### config.mk
export PLATFORM = sky130hd
export DESIGN_NAME = q2e_cordic_cell
export DESIGN_NICKNAME = d
export VERILOG_FILES = /design/src/sv/q2e_pkg.sv /design/src/sv/q2e_cordic_cell.sv
export SDC_FILE = /design/constraint.sdc
export NUM_CORES = 1
export LEC_CHECK = 0
export BUFFER_PORTS_ARGS = -buffer_cell sky130_fd_sc_hd__buf_2
export CAP_MARGIN = 20
export CORE_MARGIN = 2
export CORE_UTILIZATION = 45
export DETAILED_ROUTE_END_ITERATION = 7
export GPL_ROUTABILITY_DRIVEN = 0
export SKIP_LAST_GASP = 1
export SYNTH_ARGS = -nofsm -noshare
export SYNTH_HDL_FRONTEND = slang
export SYNTH_SLANG_ARGS = --single-unit
### constraint.sdc
create_clock -name clk_i -period 11.93 [get_ports clk_i]
set_input_delay 2.9825 -clock clk_i [delete_from_list [all_inputs] [get_ports clk_i]]
set_output_delay 2.9825 -clock clk_i [all_outputs]
set_load 0.01 [all_outputs]
### src/sv/q2e_pkg.sv
// Shared widths, types and constants for the quaternion to Euler angle core.
package q2e_pkg;

  localparam int InW       = 16;
  localparam int ProdW     = 2 * InW;
  localparam int TermW     = 35;
  localparam int NumW      = 58;
  localparam int RootW     = 29;
  localparam int RemW      = 32;
  localparam int SqrtCells = NumW / 2;
  localparam int CordW     = 38;
  localparam int AngW      = 26;
  localparam int CordIters = 20;
  localparam int ShiftW    = 5;
  localparam int OutW      = 16;
  localparam int NumStages = 3 + SqrtCells + 1 + CordIters + 1;

  localparam logic signed [TermW-1:0] OneQ28  = TermW'(64'sd1 <<< 28);
  localparam logic signed [AngW-1:0]  Deg90   = AngW'(90 * 65536);
  localparam logic signed [AngW-1:0]  Deg90N  = -AngW'(90 * 65536);
  localparam logic [OutW-1:0]         Deg180O = OutW'(23040);
  localparam logic [OutW-1:0]         Deg360O = OutW'(46080);
  localparam logic [OutW-1:0]         Deg270O = OutW'(34560);
  localparam logic [OutW-1:0]         Deg90O  = OutW'(11520);

  typedef logic signed [TermW-1:0] term_t;

  typedef struct packed {
    term_t sinr;
    term_t cosr;
    term_t sinp;
    term_t siny;
    term_t cosy;
    logic  clamp;
  } side_t;

  typedef struct packed {
    logic signed [CordW-1:0] x;
    logic signed [CordW-1:0] y;
    logic signed [AngW-1:0]  z;
    logic                    zero;
  } vec_t;

  function automatic logic signed [AngW-1:0] atan_step(input logic [ShiftW-1:0] i);
    logic signed [AngW-1:0] a;
    unique case (i)
      5'd0:    a = AngW'(2949120);
      5'd1:    a = AngW'(1740967);
      5'd2:    a = AngW'(919879);
      5'd3:    a = AngW'(466945);
      5'd4:    a = AngW'(234379);
      5'd5:    a = AngW'(117304);
      5'd6:    a = AngW'(58666);
      5'd7:    a = AngW'(29335);
      5'd8:    a = AngW'(14668);
      5'd9:    a = AngW'(7334);
      5'd10:   a = AngW'(3667);
      5'd11:   a = AngW'(1833);
      5'd12:   a = AngW'(917);
      5'd13:   a = AngW'(458);
      5'd14:   a = AngW'(229);
      5'd15:   a = AngW'(115);
      5'd16:   a = AngW'(57);
      5'd17:   a = AngW'(29);
      5'd18:   a = AngW'(14);
      5'd19:   a = AngW'(7);
      default: a = '0;
    endcase
    return a;
  endfunction

endpackage

### src/sv/q2e_cordic_cell.sv
// One vectoring iteration of the pipelined CORDIC arctangent.
module q2e_cordic_cell (
  input  logic                          clk_i,
  input  logic                          en_i,
  input  logic [q2e_pkg::ShiftW-1:0]    shift_i,
  input  q2e_pkg::vec_t                 vec_i,
  output q2e_pkg::vec_t                 vec_o
);

  logic signed [q2e_pkg::CordW-1:0] xs;
  logic signed [q2e_pkg::CordW-1:0] ys;
  logic signed [q2e_pkg::AngW-1:0]  ang;
  q2e_pkg::vec_t                    vec_d;
  q2e_pkg::vec_t                    vec_q;

  always_comb begin
    xs         = vec_i.x >>> shift_i;
    ys         = vec_i.y >>> shift_i;
    ang        = q2e_pkg::atan_step(shift_i);
    vec_d.zero = vec_i.zero;
    if (!vec_i.y[q2e_pkg::CordW-1]) begin
      vec_d.x = vec_i.x + ys;
      vec_d.y = vec_i.y - xs;
      vec_d.z = vec_i.z + ang;
    end else begin
      vec_d.x = vec_i.x - ys;
      vec_d.y = vec_i.y + xs;
      vec_d.z = vec_i.z - ang;
    end
  end

  always_ff @(posedge clk_i) begin
    if (en_i) begin
      vec_q <= vec_d;
    end
  end

  assign vec_o = vec_q;

endmodule

==> results.json <==
{
  "fmax_mhz": 103.6,
  "largest_register_ffs": 103,
  "synth-edff-count": 103,
  "synthCells": 1803,
  "coreArea_um2": 35740,
  "rows": 69,
  "cp-start-kind": "primary input",
  "synth_top_area_share": 0.1886,
  "cts_root_buffer": "clkbuf_16",
  "powerDensity_nw_per_um2": 118.0,
  "cts_buffer_depth": 2,
  "hold_depth": 1,
  "syn_avg_cell_area_um2": 9.097,
  "start_util": 0.4589,
  "outcome": "finished, final reports clean",
  "place_inst": 2395,
  "grt_overflow": 0,
  "rsz0062_at_grt": "no",
  "yosysUniqueCellTypes": 107,
  "grt_max_degree": 65,
  "layout_worst_path_cycle_share": 0.8089,
  "grt_pass1_vias": 15147,
  "p_leak_nw": 7.367,
  "antenna_found_initial": 2,
  "p_comb_frac": 0.571,
  "clk_pin_slew_ns": 0.07,
  "cts_tree": "done",
  "criticalPathCategory": "primary input to flop",
  "layout-drive-gt1-share": 0.2092,
  "finalHoldViolCount": 0,
  "swShare": 0.4157,
  "fin_area_um2": 17970,
  "yosys_most_used_dff": "edfxtp_1",
  "syn_area_um2": 16400,
  "min_from": "vec_i[0]",
  "finalCriticalPeriod_ns": 9.650,
  "ioPinCount": 213,
  "ir_drop_mv": 0.07472,
  "yosys_register_bits": 103,
  "grt_pass1_wl_um": 86330,
  "worst-endpoint-required_ns": 12.06,
  "viasPerCell": 6.567,
  "drtAntennaViolNets": 0,
  "cts_buffers": 9,
  "p_sw_mw": 0.8812,
  "fp.dieArea_um2": 37990,
  "firstDrtPassIters": 6,
  "via_count": 15834,
  "yosysSeqAreaShare": 0.1886,
  "report.final.slew_viol_count": 0,
  "tightest_slew_ns": 1.041,
  "crit_path_end_kind": "flop",
  "slew_headroom": 0.3038,
  "port_buffers": 212,
  "grt.total_usage": 0.2918,
  "hold_path.class": "primary input to flop",
  "antennaDiodeCount": 0,
  "synth.area.top_cells": "edfxtp_1, mux4_2, ha_1",
  "instances_no_fill": 2411,
  "intPower_mw": 1.239,
  "worstPathMaxFanout": 58,
  "postCtsHoldBufs": 0,
  "htree_levels": 3,
  "maxCapViolCount": 0,
  "die_h_um": 194.9,
  "syn_nets": 2025,
  "post_cts_resized": 0,
  "post_cts_buffers": 0,
  "hpwlAfterDp_um": 43500,
  "wl_um": 56260,
  "placed_cell_area_um2": 17630,
  "finalSetupTns_ns": 0,
  "yosysTopAreaCell": "edfxtp_1",
  "num-nets-final": 2167,
  "dr.first_iter.drc_count": 1882,
  "ys.warnings.count": 0,
  "synthTopCellsByCount": "a21oi_1, nor2_1, nand2_1",
  "whs_endpoint": "vec_o[0]",
  "synth_most_common_cell": "a21oi_1",
  "area_delta_synth_final_pct": 9.566,
  "pwr-share-clk": 0.163,
  "die_x_um": 194.9,
  "drc": 0,
  "cts.sinks": 103,
  "async_flop_share": 0,
  "setup-violations-final": 0,
  "wl_per_cell_um": 23.34,
  "pwr-share-seq": 0.265,
  "arrival_ns": 9.78
}
[logic make-up (layout without fill, tap and decap cells)]
group,Yosys count,count (layout),synth area share
fa+ha+maj,112,112,0.08681
flops,103,103,0.1886
mux,234,234,0.2113
buf+inv,154,301,0.04745
compound gates,571,571,0.2334
xor+xnor,161,161,0.08597
simple gates,468,468,0.1465
[stage by stage]
step	util	setup WS, ns	total power [mW]	hold slack, ns
2_1_floorplan	-	3.442	1.412	3.081
3_3_place_gp	0.4934	2.196	1.751	3.163
3_5_place_dp	0.4934	1.993	1.759	3.166
4_1_cts	0.5028	2.386	2.118	2.758
5_1_grt	0.5028	1.597	2.262	2.761
6_report	0.5028	2.280	2.120	2.776
[power groups by stage]
stage                     Clock [mW]  Combinational (mW)  Sequential, mW
after floorplan                    0               0.787           0.625
after global placement             0                1.18           0.571
after detailed placement           0                1.19           0.571
after CTS                      0.358                1.19           0.566
after global routing           0.373                1.32           0.573
final                          0.347                1.21           0.563
[routing by layer]
layer	up-vias	share of wire	track usage
met5	-	0.00018	0
li1	7262	-	-
met1	7535	0.40	0.3717
met4	2	0.055	0.1552
met3	173	0.091	0.06559
met2	862	0.45	0.4620
[area by class of cell]
| type | instances | area (um^2) |
|---|---|---|
| clock buffers | 9 | 225.2 |
| repair buffers | 230 | 1225 |
| multi-input cells | 1546 | 12530 |
| flip-flops and latches | 103 | 3093 |
| well taps | 461 | 576.8 |
| inverters | 55 | 206.4 |
| fillers | 3429 | 17770 |
| clock inverters | 7 | 111.4 |
[cell usage in the layout, fill, tap and decap left out, types with 49 or more instances in the layout]
cell      Yosys  routed
a21o_1       59      59
a21oi_1     147     147
mux2i_1     115     115
o21ai_0      96      96
xor2_1       49      49
nand2_1     121     121
ha_1        109     109
nor2_1      136     135
inv_1        50      50
xnor2_1     112     112
buf_2        31     207
edfxtp_1    103     103
mux4_2       86      86
[worst max-delay path: stages]
cell	delay, ns
buf_6	0.47
buf_4	0.55
mux4_2	0.58
nand2_1	0.08
o21ai_1	0.07
a211oi_1	0.71
ha_1	0.31
nand2_1	0.10
nor3_2	0.30
nor2b_1	0.31
a21oi_1	0.12
xor2_1	0.18
ha_1	0.35
a21oi_1	0.19
o21ai_0	0.14
a221oi_1	0.31
o41ai_1	0.19
and3_1	0.28
o41ai_1	0.68
a221oi_1	0.24
a21oi_1	0.26
o21ai_0	0.13
xor2_1	0.15
[how the worst max path moves through the flow]
| stage | startpoint | to | cells after the start |
|---|---|---|---|
| detailed placement | shift_i[0] | vec_o[61] | 22 |
| global route | shift_i[0] | vec_o[61] | 23 |
| global placement | shift_i[0] | vec_o[101] | 21 |
| CTS | shift_i[0] | vec_o[61] | 22 |
| floorplan | shift_i[1] | vec_o[61] | 26 |
| finish | shift_i[0] | vec_o[61] | 23 |
Note: power is estimated with default switching activity, not from simulation.
