==> src/sv/q2e_pkg.sv <==
// Shared widths, types and constants for the quaternion to Euler angle core.
package q2e_pkg;

  localparam int InW       = 16;
  localparam int ProdW     = 2 * InW;
  localparam int TermW     = 35;
  localparam int NumW      = 58;
  localparam int RootW     = 29;
  localparam int RemW      = 32;
  localparam int SqrtCells = NumW / 2;
  localparam int CordW     = 38;
  localparam int AngW      = 26;
  localparam int CordIters = 20;
  localparam int ShiftW    = 5;
  localparam int OutW      = 16;
  localparam int NumStages = 3 + SqrtCells + 1 + CordIters + 1;

  localparam logic signed [TermW-1:0] OneQ28  = TermW'(64'sd1 <<< 28);
  localparam logic signed [AngW-1:0]  Deg90   = AngW'(90 * 65536);
  localparam logic signed [AngW-1:0]  Deg90N  = -AngW'(90 * 65536);
  localparam logic [OutW-1:0]         Deg180O = OutW'(23040);
  localparam logic [OutW-1:0]         Deg360O = OutW'(46080);
  localparam logic [OutW-1:0]         Deg270O = OutW'(34560);
  localparam logic [OutW-1:0]         Deg90O  = OutW'(11520);

  typedef logic signed [TermW-1:0] term_t;

  typedef struct packed {
    term_t sinr;
    term_t cosr;
    term_t sinp;
    term_t siny;
    term_t cosy;
    logic  clamp;
  } side_t;

  typedef struct packed {
    logic signed [CordW-1:0] x;
    logic signed [CordW-1:0] y;
    logic signed [AngW-1:0]  z;
    logic                    zero;
  } vec_t;

  function automatic logic signed [AngW-1:0] atan_step(input logic [ShiftW-1:0] i);
    logic signed [AngW-1:0] a;
    unique case (i)
      5'd0:    a = AngW'(2949120);
      5'd1:    a = AngW'(1740967);
      5'd2:    a = AngW'(919879);
      5'd3:    a = AngW'(466945);
      5'd4:    a = AngW'(234379);
      5'd5:    a = AngW'(117304);
      5'd6:    a = AngW'(58666);
      5'd7:    a = AngW'(29335);
      5'd8:    a = AngW'(14668);
      5'd9:    a = AngW'(7334);
      5'd10:   a = AngW'(3667);
      5'd11:   a = AngW'(1833);
      5'd12:   a = AngW'(917);
      5'd13:   a = AngW'(458);
      5'd14:   a = AngW'(229);
      5'd15:   a = AngW'(115);
      5'd16:   a = AngW'(57);
      5'd17:   a = AngW'(29);
      5'd18:   a = AngW'(14);
      5'd19:   a = AngW'(7);
      default: a = '0;
    endcase
    return a;
  endfunction

endpackage

==> src/sv/q2e_sqrt_cell.sv <==
// One digit cell of the pipelined integer square root, with side data.
module q2e_sqrt_cell (
  input  logic                         clk_i,
  input  logic                         en_i,
  input  logic [q2e_pkg::NumW-1:0]     num_i,
  input  logic [q2e_pkg::RemW-1:0]     rem_i,
  input  logic [q2e_pkg::RootW-1:0]    root_i,
  input  q2e_pkg::side_t               side_i,
  output logic [q2e_pkg::NumW-1:0]     num_o,
  output logic [q2e_pkg::RemW-1:0]     rem_o,
  output logic [q2e_pkg::RootW-1:0]    root_o,
  output q2e_pkg::side_t               side_o
);

  logic [q2e_pkg::RemW-1:0]  rem_sh;
  logic [q2e_pkg::RemW-1:0]  trial;
  logic                      ge;
  logic [q2e_pkg::NumW-1:0]  num_d;
  logic [q2e_pkg::RemW-1:0]  rem_d;
  logic [q2e_pkg::RootW-1:0] root_d;
  logic [q2e_pkg::NumW-1:0]  num_q;
  logic [q2e_pkg::RemW-1:0]  rem_q;
  logic [q2e_pkg::RootW-1:0] root_q;
  q2e_pkg::side_t            side_q;

  always_comb begin
    rem_sh = {rem_i[q2e_pkg::RemW-3:0], num_i[q2e_pkg::NumW-1 -: 2]};
    trial  = q2e_pkg::RemW'({root_i, 2'b01});
    ge     = rem_sh >= trial;
    rem_d  = ge ? rem_sh - trial : rem_sh;
    root_d = {root_i[q2e_pkg::RootW-2:0], ge};
    num_d  = {num_i[q2e_pkg::NumW-3:0], 2'b00};
  end

  always_ff @(posedge clk_i) begin
    if (en_i) begin
      num_q  <= num_d;
      rem_q  <= rem_d;
      root_q <= root_d;
      side_q <= side_i;
    end
  end

  assign num_o  = num_q;
  assign rem_o  = rem_q;
  assign root_o = root_q;
  assign side_o = side_q;

endmodule

==> config.mk <==
export PLATFORM = sky130hd
export DESIGN_NAME = q2e_sqrt_cell
export DESIGN_NICKNAME = d
export VERILOG_FILES = /design/src/sv/q2e_pkg.sv /design/src/sv/q2e_sqrt_cell.sv
export SDC_FILE = /design/constraint.sdc
export NUM_CORES = 1
export LEC_CHECK = 0
export BUFFER_PORTS_ARGS = -buffer_cell sky130_fd_sc_hd__buf_2
export CAP_MARGIN = 10
export CORE_AREA = 2 2 234 236
export CTS_CLUSTER_DIAMETER = 40
export DETAILED_ROUTE_END_ITERATION = 10
export DIE_AREA = 0 0 236 238
export PLACE_DENSITY_LB_ADDON = 0.05
export SLEW_MARGIN = 20
export SYNTH_ARGS = -nofsm -noshare
export SYNTH_HDL_FRONTEND = slang
export SYNTH_SLANG_ARGS = --single-unit
export TNS_END_PERCENT = 1
==> constraint.sdc <==
create_clock -name clk_i -period 3.2 [get_ports clk_i]
set_clock_uncertainty 0.1 [all_clocks]
set_input_delay 0.16 -clock clk_i [delete_from_list [all_inputs] [get_ports clk_i]]
set_output_delay 0.16 -clock clk_i [all_outputs]
set_load 0.02 [all_outputs]
==> flow_summary_export.csv, run 1 <==
group,metric,value,unit
outcome,status,"complete, no violations",
sta,worst_slew_pin_slew,0.656,ns
die,die_area,56200,um2
die,rows,85,
worst_hold_path,hold_path_end,"rem_o[31]",
global_route,grt_pass1_vias,9547,
cells_and_area,final_layout_size_suffix_gt1_share,44.3,%
worst_hold_path,holdCritStartpoint,"root_i[28]",
worst_setup_path,end_kind,"flop",
yosys,synth.cell_area,11000,um2
yosys,yosysUniqueCellTypes,56,
sta,setup_tns,0,ns
placement,port_buffers,587,
die,core,53500,um2
clocking,htree_num_levels,2,
die,ioPinCount,592,
die,start_util,20.6,%
worst_setup_path,path_max_fanout,24,
clocking,cts.clk_slew.worst_paths,0.04,ns
yosys,yosysSeqAreaShare,79.7,%
sta,clock.fmax,340,MHz
clocking,cts_buffer_depth,3,
sta,setup_viol,0,
job,drv_cap,0,
yosys,ys_seq_elements,293,
power,powerDensity,654,nW/um2
worst_setup_path,crit_type,"primary input to flop",
drt,dr.pass1.iters,4,
sta,max_slew_margin,56.3,%
drt,first_iter_violations,271,
die,die_w,236,um
sta,period_needed,2.94,ns
power,p_leak,8.57,nW
cells_and_area,fin_util,37.4,%
drt,drc_errors,0,
yosys,async_flop_share,0,%
sta,rsz0062_at_grt,"no",
drt,wl_per_cell,19.1,um
clocking,cts_root_buffer,"clkbuf_16",
global_route,grtUsageTotal,15.2,%
yosys,syn_inst,634,
cells_and_area,area_delta_synth_final,81.3,%
worst_hold_path,hold_path.class,"primary input to flop",
placement,gp_congestion,0.793,
cells_and_area,nets,1910,
drt,via_per_inst,3.91,
yosys,synth_top_area_cell,"edfxtp_1",
yosys,synthTopCellsByArea,"edfxtp_1 (80%), ha_1 (3.5%), a21oi_1 (2.5%), inv_1 (1.3%), nor2_1 (1.2%)",
sta,final_hold_viol_count,0,
sta,final_max_slew_viol_count,0,
global_route,antenna_found_initial,7,
worst_setup_path,cp.arrival,3.16,ns
worst_hold_path,holdPathStages,5,
yosys,synth_top_area_share,79.7,%
yosys,synth_edf_count,293,
yosys,yosysWarnings,0,
die,die_h,238,um
drt,vias,9120,
sta,post-route-period-util,91.9,%
yosys,synthFlopType,"edfxtp_1",
worst_setup_path,crit_required,3.42,ns
clocking,cts_tree,"yes",
worst_setup_path,critPathLaunchType,"primary input",
drt,wirelength,44500,um
power,vdd_drop_max,0.000393,V
global_route,overflow,0,
power,fin_total_pwr,13.1,mW
placement,dp_hpwl,34300,um
clocking,cts-buffers-inserted,61,
yosys,synth.avg_cell_area,17.4,um2
global_route,grt_max_degree,79,
global_route,grt_pass1_wl,63200,um
drt,postRouteAntennaNets,0,
clocking,cts.sinks,293,
flip-flops by register name, indices dropped and copies added (netlist names):
name	flops
side_o	176
root_o	29
rem_o	32
num_o	56
critical path, cell delays in order:
cell	delay, ns
dlygate4sd3_1	0.53
buf_2	0.13
ha_1	0.42
nand4_2	0.18
a211oi_4	0.25
o31ai_4	0.14
o31ai_4	0.38
o221ai_2	0.23
nand2_4	0.32
mux2_2	0.39
kinds of logic after synthesis:
family	after synthesis	share of synthesized area, %
xor+xnor	27	2.14
simple gates	103	4.59
flops	293	79.7
compound gates	118	7.17
other cells	1	0.0340
fa+ha+maj	31	3.51
mux	9	0.918
buf+inv	52	1.97
final cells by class:
type                    instances  area, um2
clock buffers                  68       1570
inverters                      38        143
flip-flops and latches        293       8800
repair buffers                898       6050
diodes                          6       15.0
well taps                     696        871
fillers                      5318      33500
clock inverters                46        533
multi-input cells             290       2030
routing by layer:
| metal | vias to the layer above | share of wire, % | GRT usage [%] |
|---|---|---|---|
| met5 | - | 0.029 | 0 |
| met4 | 2 | 2.6 | 4.98 |
| met3 | 65 | 8.3 | 5.78 |
| met2 | 338 | 52 | 27.7 |
| met1 | 4338 | 37 | 16.1 |
| li1 | 4377 | - | - |
report_power, final:
group	internal [mW]	leakage, nW	total (mW)	switching [mW]
Clock	4.33	1.01	6.44	2.12
Sequential	4.62	2.87	4.70	0.0735
Combinational	0.801	4.69	1.96	1.15
Yosys cell counts, types with 3 or more instances:
cell type    n
nand4_1      6
and2_1       3
o21bai_1     5
nand3_1      8
o211ai_1     3
or3_1        3
xor2_1      13
xnor2_1     14
and3_1       4
inv_1       38
clkbuf_1     5
edfxtp_1   293
ha_1        31
nand2b_1     5
a21oi_1     55
mux2_1       3
nor3_1       8
buf_2        6
a211oi_1     3
a21o_1      14
mux2_2       6
nand2_1     20
nor2_1      36
o21ai_0     10
worst max path at each step:
stage	from	cells after the start	endpoint
after CTS	rem_i[3]	10	rem_o[11]
after global routing	rem_i[4]	12	rem_o[9]
after global placement	root_i[3]	10	rem_o[7]
final	rem_i[3]	10	rem_o[11]
after detailed placement	root_i[3]	10	rem_o[11]
after floorplan	root_i[12]	10	rem_o[30]
per-stage QoR:
step	instances	area, um2	worst slack, ns	hold slack (ns)
after floorplan	635	11000	0.697	0.159
after global routing	2332	20000	0.0830	0.149
final	2335	20000	0.260	0.177
after global placement	1922	15000	0.206	0.236
after CTS	2329	20000	0.240	0.123
after detailed placement	1922	15000	0.154	0.238
cells in the final DEF (no fill, tap or decap), drive strengths merged, types with 3 or more instances in the layout:
master       Yosys  final
buf              9    605
dlygate4sd3      0    293
edfxtp         293    293
clkbuf           5     68
a21oi           55     55
inv             38     41
nor2            36     36
ha              31     31
clkinv           0     25
nand2           21     21
a21o            14     14
xnor2           14     14
xor2            13     13
o21ai           12     12
bufinv           0     10
mux2             9      9
nand3            8      8
nor3             8      8
clkinvlp         0      8
nand4            7      7
diode            0      6
nand2b           5      5
o21bai           5      5
a211oi           5      5
o31ai            5      5
and3             4      4
o211ai           3      3
and2             3      3
or3              3      3
repair_timing:
action	in CTS	in global routing
hold buffers	293	0
gates resized for setup	0	0
setup buffers	0	0
endpoints found under the hold margin	354	0
No activity file was read; power rests on OpenSTA's default activity.
==> run 2: changes to the inputs <==
Settings changed: CTS_BUF_LIST set to sky130_fd_sc_hd__clkbuf_4.
==> run 2 against run 1 <==
  * The run now fails in 4_1_cts
  * Synthesized area unchanged
  * Synthesized cell count is the same
==> flow_summary_export.csv, run 2 <==
group,metric,value,unit
placement,gp_congestion,0.793,
die,start_util,20.6,%
clocking,htree_num_levels,3,
yosys,synth.most_common_cell,"edfxtp_1",
yosys,synth-xor-area-share,2.14,%
clocking,cts_root_buffer,"clkbuf_4",
outcome,status,"stopped before the end",
clocking,cts_buffer_depth,3,
yosys,yosys.area_share.simple,4.59,%
die,rows,85,
yosys,ys_seq_elements,293,
yosys,synthTopCellsByArea,"edfxtp_1 (80%), ha_1 (3.5%), a21oi_1 (2.5%), inv_1 (1.3%), nor2_1 (1.2%)",
outcome,failing_step,"4_1_cts",
yosys,async_flop_share,0,%
die,ioPinCount,592,
yosys,synth_top_family_by_area,"compound AO/OA/AOI/OAI gates",
die,die_w,236,um
clocking,cts_setup_buffers,0,
clocking,cts.sinks,293,
placement,port_buffers,587,
yosys,yosysUniqueCellTypes,56,
yosys,synth_top_area_share,79.7,%
yosys,synth-compound-area-share,7.17,%
outcome,stop_error,"[ERROR RSZ-0060] Max buffer count reached.",
yosys,yosysSeqAreaShare,79.7,%
yosys,muxShareOfSynthArea,0.918,%
yosys,synth.avg_cell_area,17.4,um2
die,die_h,238,um
yosys,synth_edf_count,293,
yosys,syn_inst,634,
yosys,synth_common_cells,"edfxtp_1 (293), a21oi_1 (55), inv_1 (38), nor2_1 (36), ha_1 (31)",
clocking,hold_buffers,414,
yosys,synth.cell_area,11000,um2
clocking,cts_resized,0,
yosys,synth_top_area_cell,"edfxtp_1",
clocking,cts-buffers-inserted,92,
yosys,synth_fa_ha_area_share,3.51,%
placement,dp_hpwl,34300,um
yosys,yosysWarnings,0,
yosys,synthFlopType,"edfxtp_1",
run 2: logic make-up after synthesis:
group	Yosys count
multiplexers	9
buffers and inverters	52
other	1
adder cells (fa/ha/maj)	31
AO/OA/AOI/OAI	118
AND/OR/NAND/NOR	103
XOR/XNOR	27
flip-flops	293
run 2: stage by stage:
stage	hold WS (ns)	cells	utilization [%]	setup WS, ns	cell area [um2]
floorplan	0.159	635	-	0.697	11000
global placement	0.236	1922	28.0	0.206	15000
detailed placement	0.238	1922	28.0	0.154	15000
==> run 3: changes to the inputs <==
Settings changed: CORE_AREA 2 2 234 236 to 2 2 233 235, CTS_BUF_LIST sky130_fd_sc_hd__clkbuf_4 to not set, CTS_CLUSTER_DIAMETER 40 to not set, DIE_AREA 0 0 236 238 to 0 0 235 237, PLACE_DENSITY_LB_ADDON 0.05 to 0.15.
==> run 3 against run 2 <==
  * The run now ends clean
==> flow_summary_export.csv, run 3 (synthesis gave the netlist of run 1 again) <==
group,metric,value,unit
die,die_h,237,um
worst_setup_path,crit_chain,"dlygate4sd3_1, buf_2, ha_1, nand4_2, a211oi_4, o31ai_4, o31ai_4, buf_4, inv_1, o41ai_1, xor2_1, mux2_1",
global_route,grt_pass1_vias,9408,
die,core,53300,um2
worst_setup_path,cpPeakStageDelay,0.53,ns
drt,drc_errors,0,
die,rows,85,
placement,port_buffers,587,
cells_and_area,fin_cells,2289,
worst_setup_path,end_kind,"flop",
clocking,cts.sinks,293,
placement,gp_congestion,0.790,
drt,wirelength,45000,um
drt,vias,8988,
worst_hold_path,hold_path.class,"primary input to flop",
die,die_area,55700,um2
sta,max_slew_margin,50.1,%
sta,final_hold_viol_count,0,
cells_and_area,mostFrequentLayoutCell,"buf_2",
drt,first_iter_violations,332,
worst_setup_path,path_max_fanout,6,
sta,post-route-period-util,95.1,%
global_route,grt_pass1_wl,63800,um
clocking,cts_buffer_depth,3,
global_route,antenna_found_initial,12,
clocking,cts_root_buffer,"clkbuf_16",
worst_setup_path,critPathLaunchType,"primary input",
sta,worst_slack,0.157,ns
worst_setup_path,crit_required,3.38,ns
power,p_leak,8.10,nW
worst_setup_path,cp_common_cell,"o31ai_4",
outcome,status,"complete, no violations",
sta,hold_slack,0.0559,ns
power,fin_total_pwr,10.5,mW
cells_and_area,final_layout_size_suffix_gt1_share,42.5,%
power,powerDensity,553,nW/um2
die,die_w,235,um
cells_and_area,nets,1887,
sta,rsz0062_at_grt,"no",
placement,dp_hpwl,34500,um
placement,place_inst,1925,
drt,wl_per_cell,19.7,um
global_route,grt_max_degree,90,
worst_setup_path,slowest_stage,"dlygate4sd3_1",
cells_and_area,final_cell_mix,"buf_2 (586), edfxtp_1 (293), dlygate4sd3_1 (292)",
drt,dr.pass1.iters,4,
clocking,cts_resized,0,
clocking,cts-buffers-inserted,36,
clocking,cts.clk_slew.worst_paths,0.06,ns
sta,clock.fmax,329,MHz
sta,worst_slew_pin_slew,0.748,ns
clocking,cts_setup_buffers,0,
die,ioPinCount,592,
drt,postRouteAntennaNets,0,
sta,period_needed,3.04,ns
global_route,overflow,0,
job,drv_cap,0,
clocking,cts_tree,"yes",
cells_and_area,area_delta_synth_final,72.2,%
clocking,hold_buffers,292,
power,vdd_drop_max,0.000321,V
clocking,htree_num_levels,2,
placement,dp_slack,0.181,ns
worst_setup_path,cp.arrival,3.23,ns
drt,via_per_inst,3.93,
worst_setup_path,crit_type,"primary input to flop",
sta,setup_viol,0,
die,start_util,20.7,%
sta,setup_tns,0,ns
cells_and_area,largest_register_ff_count,176,
sta,final_max_slew_viol_count,0,
global_route,grtUsageTotal,15.6,%
## run 3: metrics by stage
step                      utilization, %  instance area (um2)
after detailed placement            28.1                15000
final                               35.7                19000
after floorplan                        -                11000
after global routing                35.7                19000
after global placement              28.1                15000
after CTS                           35.6                19000
## run 3: critical path, delay by kind of cell
family,cells,cell delay (ns)
muxes,1,0.32
adders and majority gates,1,0.42
buffers and inverters,4,0.89
AOI/OAI and AO/OA,4,1.12
and+or+nand+nor,1,0.19
xor gates and xnor gates,1,0.12
## run 3: worst paths after layout
kind | slack [ns] | cells after the start | from | endpoint
max | 0.16 | 12 | rem_i[3] | rem_o[20]
min | 0.06 | 1 | en_i | side_o[140]
## run 3: per-layer routing
| layer | vias up | routed length, um | global-route usage, % |
|---|---|---|---|
| met5 | - | 46 | 0 |
| li1 | 4297 | - | - |
| met4 | 6 | 1770 | 6.90 |
| met1 | 4295 | 16800 | 16.7 |
| met2 | 313 | 23300 | 28.1 |
| met3 | 77 | 3140 | 4.78 |
## run 3: power breakdown
| group | switching, mW | leakage, nW | internal [mW] |
|---|---|---|---|
| Combinational | 1.15 | 4.70 | 0.804 |
| Sequential | 0.0789 | 2.87 | 4.62 |
| Clock | 1.65 | 0.526 | 2.22 |
| Total | 2.88 | 8.10 | 7.64 |
## run 3: layout make-up
type	count	area [um2]
Timing Repair Buffer	900	6070
Clock inverter	22	165
Clock buffer	41	920
Sequential cell	293	8800
Antenna cell	9	22.5
Fill cell	5355	34300
Multi-Input combinational cell	290	2030
Inverter	38	143
Tap cell	696	871
